`src/rtl/tmt_pkg.sv`:
```
package tmt_pkg;

    localparam int WordW      = 32;
    localparam int NumWords   = 4;
    localparam int AddrW      = 4;
    localparam int FeedShift  = 10;
    localparam int TemperShift = 8;

    localparam logic [WordW-1:0] Low31Mask = 32'h7fff_ffff;

    typedef logic [WordW-1:0] t_word;
    typedef t_word t_state [NumWords];

    typedef enum logic [1:0] {
        REG_FEEDBACK_A = 2'd0,
        REG_FEEDBACK_B = 2'd1,
        REG_TEMPER     = 2'd2
    } t_reg_idx;

    typedef enum logic {
        FUNC_STEP = 1'b0,
        FUNC_SEED = 1'b1
    } t_func;

    typedef struct packed {
        t_word feedback_mask_a;
        t_word feedback_mask_b;
        t_word temper_mask;
    } t_masks;

endpackage

```
`src/rtl/tinymt32_linear_generator.sv`:
```
// the result is registered: valid in the cycle after the item is accepted
// throughput: one item per cycle while results are taken, next-state and tempering in a single registered pass
// the output register frees as its result is taken, so items flow without bubbles
// reset (synchronous, active low): state word3 = 1, other words 0, all masks 0,
// no result pending
module tinymt32_linear_generator (
    input  logic                        i_clk,
    input  logic                        i_rst_n,
    input  logic                        i_in_valid,
    output logic                        o_in_ready,
    input  logic                        i_func,
    input  logic [tmt_pkg::WordW-1:0]   i_seed_word0,
    input  logic [tmt_pkg::WordW-1:0]   i_seed_word1,
    input  logic [tmt_pkg::WordW-1:0]   i_seed_word2,
    input  logic [tmt_pkg::WordW-1:0]   i_seed_word3,
    output logic                        o_out_valid,
    input  logic                        i_out_ready,
    output logic [tmt_pkg::WordW-1:0]   o_random_word,
    input  logic                        psel,
    input  logic                        penable,
    input  logic                        pwrite,
    input  logic [tmt_pkg::AddrW-1:0]   paddr,
    input  logic [tmt_pkg::WordW-1:0]   pwdata,
    output logic [tmt_pkg::WordW-1:0]   prdata,
    output logic                        pready
);

    tmt_pkg::t_masks w_masks;
    tmt_pkg::t_state r_state;
    tmt_pkg::t_state n_state;
    tmt_pkg::t_word  n_random_word;
    tmt_pkg::t_word  r_random_word;
    logic            r_out_valid;
    logic            w_accept;

    tmt_cfg u_cfg (
        .i_clk   (i_clk),
        .i_rst_n (i_rst_n),
        .psel    (psel),
        .penable (penable),
        .pwrite  (pwrite),
        .paddr   (paddr),
        .pwdata  (pwdata),
        .prdata  (prdata),
        .pready  (pready),
        .o_masks (w_masks)
    );

    tmt_step u_step (
        .i_state      (r_state),
        .i_masks      (w_masks),
        .i_func       (i_func),
        .i_seed_word0 (i_seed_word0),
        .i_seed_word1 (i_seed_word1),
        .i_seed_word2 (i_seed_word2),
        .i_seed_word3 (i_seed_word3),
        .o_state      (n_state),
        .o_word       (n_random_word)
    );

    assign o_in_ready    = !r_out_valid || i_out_ready;
    assign w_accept      = i_in_valid && o_in_ready;
    assign o_out_valid   = r_out_valid;
    assign o_random_word = r_random_word;

    always_ff @(posedge i_clk) begin
        if (!i_rst_n) begin
            r_state[0]  <= '0;
            r_state[1]  <= '0;
            r_state[2]  <= '0;
            r_state[3]  <= tmt_pkg::t_word'(1);
            r_out_valid <= 1'b0;
        end else if (w_accept) begin
            r_state     <= n_state;
            r_out_valid <= 1'b1;
        end else if (i_out_ready) begin
            r_out_valid <= 1'b0;
        end
    end

    always_ff @(posedge i_clk) begin
        if (w_accept) begin
            r_random_word <= n_random_word;
        end
    end

endmodule

```
`src/rtl/tmt_cfg.sv`:
```
module tmt_cfg (
    input  logic                        i_clk,
    input  logic                        i_rst_n,
    input  logic                        psel,
    input  logic                        penable,
    input  logic                        pwrite,
    input  logic [tmt_pkg::AddrW-1:0]   paddr,
    input  logic [tmt_pkg::WordW-1:0]   pwdata,
    output logic [tmt_pkg::WordW-1:0]   prdata,
    output logic                        pready,
    output tmt_pkg::t_masks             o_masks
);

    tmt_pkg::t_masks   r_masks;
    tmt_pkg::t_reg_idx w_idx;
    logic              w_wr;

    assign w_idx  = tmt_pkg::t_reg_idx'(paddr[tmt_pkg::AddrW-1:2]);
    assign w_wr   = psel && penable && pwrite;
    assign pready = 1'b1;
    assign o_masks = r_masks;

    always_ff @(posedge i_clk) begin
        if (!i_rst_n) begin
            r_masks <= '0;
        end else if (w_wr) begin
            unique case (w_idx)
                tmt_pkg::REG_FEEDBACK_A: r_masks.feedback_mask_a <= pwdata;
                tmt_pkg::REG_FEEDBACK_B: r_masks.feedback_mask_b <= pwdata;
                tmt_pkg::REG_TEMPER:     r_masks.temper_mask     <= pwdata;
                default: ;
            endcase
        end
    end

    always_comb begin
        unique case (w_idx)
            tmt_pkg::REG_FEEDBACK_A: prdata = r_masks.feedback_mask_a;
            tmt_pkg::REG_FEEDBACK_B: prdata = r_masks.feedback_mask_b;
            tmt_pkg::REG_TEMPER:     prdata = r_masks.temper_mask;
            default:                 prdata = '0;
        endcase
    end

endmodule

```
`src/rtl/tmt_step.sv`:
```
module tmt_step (
    input  tmt_pkg::t_state  i_state,
    input  tmt_pkg::t_masks  i_masks,
    input  logic             i_func,
    input  tmt_pkg::t_word   i_seed_word0,
    input  tmt_pkg::t_word   i_seed_word1,
    input  tmt_pkg::t_word   i_seed_word2,
    input  tmt_pkg::t_word   i_seed_word3,
    output tmt_pkg::t_state  o_state,
    output tmt_pkg::t_word   o_word
);

    tmt_pkg::t_word  w_x0;
    tmt_pkg::t_word  w_x;
    tmt_pkg::t_word  w_y;
    tmt_pkg::t_word  w_t1;
    tmt_pkg::t_word  w_mix;
    tmt_pkg::t_state w_adv;
    tmt_pkg::t_state w_seed;
    logic            w_degen;

    // one step of the recurrence
    always_comb begin
        w_x0 = (i_state[0] & tmt_pkg::Low31Mask) ^ i_state[1] ^ i_state[2];
        w_x  = w_x0 ^ (w_x0 << 1);
        w_y  = i_state[3] ^ (i_state[3] >> 1) ^ w_x;
        w_adv[0] = i_state[1];
        w_adv[1] = i_state[2];
        w_adv[2] = w_x ^ (w_y << tmt_pkg::FeedShift);
        w_adv[3] = w_y;
        if (w_y[0]) begin
            w_adv[1] = w_adv[1] ^ i_masks.feedback_mask_a;
            w_adv[2] = w_adv[2] ^ i_masks.feedback_mask_b;
        end
    end

    // seed load, a seed that is zero apart from bit 31 of word0 is forced to a valid state (word3 = 1)
    always_comb begin
        w_degen = ((i_seed_word0 & tmt_pkg::Low31Mask) == '0) && (i_seed_word1 == '0)
                  && (i_seed_word2 == '0) && (i_seed_word3 == '0);
        w_seed[0] = i_seed_word0;
        w_seed[1] = i_seed_word1;
        w_seed[2] = i_seed_word2;
        w_seed[3] = w_degen ? tmt_pkg::t_word'(1) : i_seed_word3;
    end

    always_comb begin
        unique case (tmt_pkg::t_func'(i_func))
            tmt_pkg::FUNC_SEED: o_state = w_seed;
            default:            o_state = w_adv;
        endcase
    end

    // tempering of the new state
    always_comb begin
        w_t1  = o_state[0] ^ (o_state[2] >> tmt_pkg::TemperShift);
        w_mix = o_state[3] ^ w_t1;
        o_word = w_t1[0] ? (w_mix ^ i_masks.temper_mask) : w_mix;
    end

endmodule
```
`config.mk`:
```
export PLATFORM = sky130hd
export DESIGN_NAME = tinymt32_linear_generator
export DESIGN_NICKNAME = d
export VERILOG_FILES = /design/src/rtl/tmt_pkg.sv /design/src/rtl/tinymt32_linear_generator.sv /design/src/rtl/tmt_cfg.sv /design/src/rtl/tmt_step.sv
export SDC_FILE = /design/constraint.sdc
export NUM_CORES = 1
export LEC_CHECK = 0
export ABC_AREA = 1
export CAP_MARGIN = 15
export CELL_PAD_IN_SITES_DETAIL_PLACEMENT = 0
export CELL_PAD_IN_SITES_GLOBAL_PLACEMENT = 2
export CORE_MARGIN = 2
export CORE_UTILIZATION = 34
export DETAILED_ROUTE_END_ITERATION = 10
export DONT_BUFFER_PORTS = 1
export PLACE_DENSITY_LB_ADDON = 0.15
export SLEW_MARGIN = 10
export SYNTH_ARGS = -nofsm -noshare
export SYNTH_HDL_FRONTEND = slang
export SYNTH_SLANG_ARGS = --single-unit
```
`constraint.sdc`:
```
create_clock -name i_clk -period 2.67 [get_ports i_clk]
set_input_delay 0.1335 -clock i_clk [delete_from_list [all_inputs] [get_ports i_clk]]
set_output_delay 0.1335 -clock i_clk [all_outputs]
set_load 0.01 [all_outputs]
```
---- Word level (Yosys, flattened, before mapping) ----
Cells that the tools add are included.
operators by class
  equal/unequal tests ..................... 2
  reductions and logical operators ........ 17
  mux-type cells .......................... 7
  bitwise logic cells ..................... 11
operators by type and width
  kind                                            number
  bitwise XOR 32 bit                              8
  zero test 32 bit                                4
  2-to-1 mux 128 bit                              1
  one-hot mux 32 bit (3 select lines)             1
  2-to-1 mux 32 bit                               2
  2-to-1 mux 64 bit                               1
  bitwise XOR 31 x 32 -> 32 bit                   1
  bitwise XOR 32 x 24 -> 32 bit                   1
  bitwise XOR 32 x 31 -> 32 bit                   1
  logical AND 1 bit                               6
  AND reduction 2 bit                             3
  == test 2 x 1 -> 1 bit (second input constant)  1
  == test 2 bit (second input constant)           1
  zero test 2 bit                                 1
  2-to-1 mux 1 bit                                2
  nonzero test 2 bit                              1
  zero test 1 bit                                 1
  logical OR 1 bit                                1
word-level totals
  flip-flop bits (word level) ............. 256
  bits of input ports ..................... 172
  word-level logic and storage cells ...... 46

---- Depth between registers and ports, before layout ----
  depth in word-level cells ............... 12
  gate-level depth with buffers ........... 18
  mapped depth without buffers ............ 18

---- By module ----
From an unflattened synthesis, not the netlist that was laid out.
second synthesis, totals
  cells, all modules ...................... 3103
  area, all modules ....................... 18267.5 um^2
by module, submodules not included
  module                     area an instance (um^2)  seq. area each (um^2)  cells an instance  times used
  tmt_step                   7090.6                   0.0                    1524               1
  tinymt32_linear_generator  6721.4                   3543.4                 874                1
  tmt_cfg                    4455.5                   1921.8                 705                1

---- Worst setup path before layout ----
Ideal clock, no wire load.
  path type ............................... register to register
  from .................................... register r_out_valid (netlist: o_out_valid)
  to ...................................... register r_random_word[0] (netlist: o_random_word[0]), enable pin
  setup slack ............................. 0.271 ns
  setup time .............................. 0.409 ns
  stages on the path, launching flop included .. 6
  data arrival time ....................... 1.991 ns
  clock period less this slack ............ 2.399 ns
  cells stage by stage .................... dfxtp_1 > nand2_1 > nand2_1 > inv_1 > clkbuf_1 > clkbuf_1
between the ends
  word-level cells in the longest chain between the ends .. 3
ends and longest elaborated chain
  element                   line                             RTL
  start: declaration        tinymt32_linear_generator.sv:33  logic r_out_valid;
  start signal: assignment  tinymt32_linear_generator.sv:72  r_out_valid <= 1'b0;
  start signal: assignment  tinymt32_linear_generator.sv:75  r_out_valid <= 1'b1;
  start signal: assignment  tinymt32_linear_generator.sv:77  r_out_valid <= 1'b0;
  zero test 1 bit           tinymt32_linear_generator.sv:61  assign o_in_ready = !r_out_valid || i_out_ready;
  logical OR 1 bit          tinymt32_linear_generator.sv:61
  via o_in_ready            tinymt32_linear_generator.sv:10  output logic o_in_ready,
  logical AND 1 bit         tinymt32_linear_generator.sv:62  assign w_accept = i_in_valid && o_in_ready;
  via w_accept              tinymt32_linear_generator.sv:34  logic w_accept;
  end signal: assignment    tinymt32_linear_generator.sv:83  r_random_word <= n_random_word;
  end: declaration          tinymt32_linear_generator.sv:32  tmt_pkg::t_word r_random_word;
The timed path passes the listed nets, and every way through them passes these cells.
A chain may end at the register's enable or synchronous reset.

---- Final worst setup path ----
  from .................................... register r_state[64] (netlist bit)
  to ...................................... register r_random_word[20] (netlist: o_random_word[20]) (data pin)
between the ends
  word-level cells in the longest chain between the ends .. 10
ends and longest elaborated chain
  element                            line                             RTL
  start: declaration                 tinymt32_linear_generator.sv:29  tmt_pkg::t_state r_state;
  start signal: assignment           tinymt32_linear_generator.sv:74  r_state <= n_state;
  bitwise XOR 31 x 32 -> 32 bit      tmt_step.sv:24                   w_x0 = (i_state[0] & tmt_pkg::Low31Mask) ^ i_state[1] ^ i_state[2];
  bitwise XOR 32 bit                 tmt_step.sv:24
  bitwise XOR 32 bit                 tmt_step.sv:25                   w_x = w_x0 ^ (w_x0 << 1);
  bitwise XOR 32 bit                 tmt_step.sv:26                   w_y = i_state[3] ^ (i_state[3] >> 1) ^ w_x;
  2-to-1 mux 64 bit                  tmt_step.sv:31                   if (w_y[0]) begin
  2-to-1 mux 128 bit (*)             tmt_step.sv:48                   unique case (tmt_pkg::t_func'(i_func))
  bitwise XOR 32 x 24 -> 32 bit (*)  tmt_step.sv:56                   w_t1 = o_state[0] ^ (o_state[2] >> tmt_pkg::TemperShift);
  bitwise XOR 32 bit                 tmt_step.sv:57                   w_mix = o_state[3] ^ w_t1;
  bitwise XOR 32 bit                 tmt_step.sv:58                   o_word = w_t1[0] ? (w_mix ^ i_masks.temper_mask) : w_mix;
  2-to-1 mux 32 bit (*)              tmt_step.sv:58
  via n_random_word[20]              tinymt32_linear_generator.sv:31  tmt_pkg::t_word n_random_word;
The timed path passes the listed nets; every way through them passes the cells marked *.

==> run metrics <==
max-slew violation total from the final report 0; number of fill cells in the layout 5297; number of core rows 81; post-DR vias/cell 5.08; share of post-route cells with drive strength above 1 0.0429; layout-stage area growth over the synthesis result 19.2%; routed len/inst 20.1 um; switching fraction of total power 0.378; Final Util 0.410; Synth Warn # 0; clock-pin slew on the worst setup and hold paths 0.06 ns; maximum ir drop on the vdd rail 0.394 mV; critical path arrival 2.83 ns; nets@finish 3061; Clock Tree Root sky130_fd_sc_hd__clkbuf_16; slew at the pin closest to its max-slew limit 0.709 ns; accumulated negative setup slack 0 ns; clock tree from TritonCTS built; mean post-synth cell area 6.01 sq um; Hold Violations, Final 0; total I/O pin count 239; drt drc 0; Routed Wire Length 72.2 mm; required time at the worst-slack endpoint 2.99 ns; Sink Count 256; Starting Density 0.344; TritonRoute pass-1 iters 6; Max Cap Violations 0; power density normalized to cell area 664 mW/mm^2; met1 track demand over resource in global routing 0.395; busiest grt layer met2; power share of the clock group 0.352; internal power 8.29 mW; post-detail-place hpwl 53.2 mm; post-synthesis cell count 2803; Post-CTS Repair Setup Buffers 0; outcome finished, final reports clean; DRC marker count from the first detailed-route iteration 1426; vias in the first global route 17100; HP Class input pin to register; global-route met2 utilization 0.420; area fraction of the dominant cell type after synthesis 0.266; H-tree depth 2; maximum number of pins on one net before global-route repair 143; total setup violations reported at the end of the flow 0; Routability Congestion 0.897; min cycle time layout 2.51 ns; net switching component of the power 5.05 mW; first-pass GRT wire length 106 mm; number of buffers inserted by port buffering 0; register area share after synthesis 0.323; total global routing overflow 0; Max Clock Freq 399 MHz; GRT Total Usage 0.279; count of non-filler cells in the finished layout 3587; Final Cycle Share 0.940; leading post-synthesis cells by cell area sky130_fd_sc_hd__dfxtp_1 27%, sky130_fd_sc_hd__nand2_1 19%, sky130_fd_sc_hd__inv_1 8.6%, sky130_fd_sc_hd__nand3_1 8.4%, sky130_fd_sc_hd__o21ai_0 7.9%; combinational share of power 0.303; total core area 0.0490 sq mm; die area 0.0513 sq mm; chip width 227 um; type of element launching the critical path register; leakage power total 9.34 nW; GRT met3 Usage 0.0661; maximum fanout count along the critical path 16; relative slew slack 0.527; vertical die dimension 227 um; largest clock skew in the final design 0.0235 ns; TritonCTS Buffers 35; number of antenna-violating nets in the routed design 0; type of the worst setup path register to register; number of antenna violations at the first check in global routing 8; RSZ-0062 raised after global routing true; via count 18200; clock insertion delay at the later pin of the skew report 0.57 ns; synthesized net count 2975; leading area contributor after synthesis sky130_fd_sc_hd__dfxtp_1; flops & latches, synth 256; Clock Tree Buf Depth 3; netlist area before placement 0.0168 sq mm; Netlist cell types 36; endpoint class of the critical path register; sequential cell fraction of total power 0.345; Inst Count DP 3382
==> metal layers <==
layer | vias up | part of all wire
met5 | - | 0.00017
met1 | 8465 | 0.47
met3 | 84 | 0.076
met4 | 2 | 0.025
li1 | 9132 | -
met2 | 543 | 0.42
==> synthesized netlist by cell type, drive strengths merged <==
| cell type | count |
|---|---|
| dfxtp | 224 |
| buf | 32 |
| a21boi | 1 |
| o21ai | 267 |
| edfxtp | 32 |
| clkinv | 1 |
| and2 | 2 |
| inv | 387 |
| or2 | 9 |
| nand2 | 860 |
| nand3 | 285 |
| nand3b | 10 |
| xor2 | 55 |
| nor3 | 5 |
| mux2i | 1 |
| o22ai | 1 |
| o211ai | 14 |
| xnor2 | 38 |
| o21a | 1 |
| conb | 1 |
| nor2 | 253 |
| clkbuf | 86 |
| nand4 | 26 |
| o221ai | 19 |
| a21oi | 193 |
==> state kept, by name, indices dropped and copies added, names as in the netlist <==
name and count:
o_out_valid 1, o_random_word 32, r_state 127, u_cfg.o_masks 96
==> metrics by stage <==
step / hold WS, ns / setup slack, ns / total power [mW] / area, sq um
after CTS: 0.00143 / 0.108 / 13.4 / 20000
after global placement: 0.270 / 0.150 / 8.37 / 17600
final: 0.0414 / 0.161 / 13.3 / 20100
after floorplan: 0.268 / 0.271 / 7.28 / 16800
after detailed placement: 0.275 / 0.133 / 8.43 / 17600
after global routing: 0.0447 / -0.0253 / 14.1 / 20100
==> timing repair <==
| item | CTS | global route |
|---|---|---|
| resized for setup | 0 | 3 |
| hold endpoints to repair | 221 | 0 |
| hold buffers | 134 | 0 |
| setup endpoints to repair | 0 | 24 |
==> logic make-up (layout without fill, tap and decap cells) <==
logic type	Yosys count	count (layout)	share of synthesized area
and+or+nand+nor	1450	1450	0.358
DFF	256	256	0.323
xor gates and xnor gates	93	93	0.0488
muxes	1	1	0.000594
buffers and inverters	506	618	0.115
other	1	9	0.000223
AOI/OAI and AO/OA	496	496	0.154
==> power by group through the flow <==
stage	registers [mW]	clock network [mW]	logic [mW]
after floorplan	4.57	0	2.71
after global placement	4.68	0	3.69
after detailed placement	4.69	0	3.75
after CTS	4.61	4.80	4.01
after global routing	4.64	4.92	4.55
final	4.61	4.70	4.04
==> cell usage in the layout (no fill, tap or decap), types with 8 or more instances in the layout <==
cell	synthesis	routed
sky130_fd_sc_hd__nand2_1	855	854
sky130_fd_sc_hd__inv_1	385	384
sky130_fd_sc_hd__nand3_1	281	280
sky130_fd_sc_hd__o21ai_0	266	266
sky130_fd_sc_hd__nor2_1	241	240
sky130_fd_sc_hd__dfxtp_1	224	224
sky130_fd_sc_hd__a21oi_1	193	193
sky130_fd_sc_hd__dlygate4sd3_1	0	132
sky130_fd_sc_hd__xor2_1	54	54
sky130_fd_sc_hd__xnor2_1	38	38
sky130_fd_sc_hd__clkbuf_16	0	35
sky130_fd_sc_hd__edfxtp_1	32	32
sky130_fd_sc_hd__nand4_1	26	26
sky130_fd_sc_hd__buf_4	3	25
sky130_fd_sc_hd__o221ai_1	19	19
sky130_fd_sc_hd__o211ai_1	14	14
sky130_fd_sc_hd__nor2_2	12	13
sky130_fd_sc_hd__nand3b_1	10	10
sky130_fd_sc_hd__or2_2	9	9
sky130_fd_sc_hd__clkbuf_1	86	9
sky130_fd_sc_hd__diode_2	0	8
sky130_fd_sc_hd__clkinv_2	0	8
sky130_fd_sc_hd__buf_12	0	8
==> critical path: stages (launching register included) <==
cell                      delay (ns)
sky130_fd_sc_hd__dfxtp_1        0.40
sky130_fd_sc_hd__inv_1          0.08
sky130_fd_sc_hd__nand2_1        0.08
sky130_fd_sc_hd__nand3_1        0.13
sky130_fd_sc_hd__nand3_4        0.18
sky130_fd_sc_hd__nand2_4        0.11
sky130_fd_sc_hd__nor2_1         0.12
sky130_fd_sc_hd__nand2_1        0.07
sky130_fd_sc_hd__nand3_2        0.08
sky130_fd_sc_hd__nand2_2        0.08
sky130_fd_sc_hd__nand2_4        0.15
sky130_fd_sc_hd__nand2_8        0.15
sky130_fd_sc_hd__nor2_1         0.36
sky130_fd_sc_hd__nand3_1        0.13
sky130_fd_sc_hd__nand2_1        0.10
sky130_fd_sc_hd__inv_1          0.04
==> area by class of cell <==
class                      count  area [sq um]  area share
clock buffer                  50           992      0.0494
timing repair buffer         167          1720      0.0859
tap                          664           831      0.0414
antenna                        8          20.0    0.000997
inverter                     388          1460      0.0727
sequential                   256          5450       0.271
multi-input combinational   2041          9490       0.472
clock inverter                13           121     0.00604
==> final timing paths <==
path / startpoint / endpoint / slack (ns) / cells after the start
worst max-delay path: r_state[64]$_SDFFE_PN0P_ / o_random_word[20]$_DFFE_PP_ / 0.16 / 15
worst min-delay path: i_func / r_state[106]$_SDFFE_PN0P_ / 0.04 / 4
worst min register to register: r_state[120]$_SDFFE_PN0P_ / r_state[120]$_SDFFE_PN0P_ / 0.48 / 2
worst max register to register: r_state[64]$_SDFFE_PN0P_ / o_random_word[20]$_DFFE_PP_ / 0.16 / 15
Power figures use the tool's default switching activity.
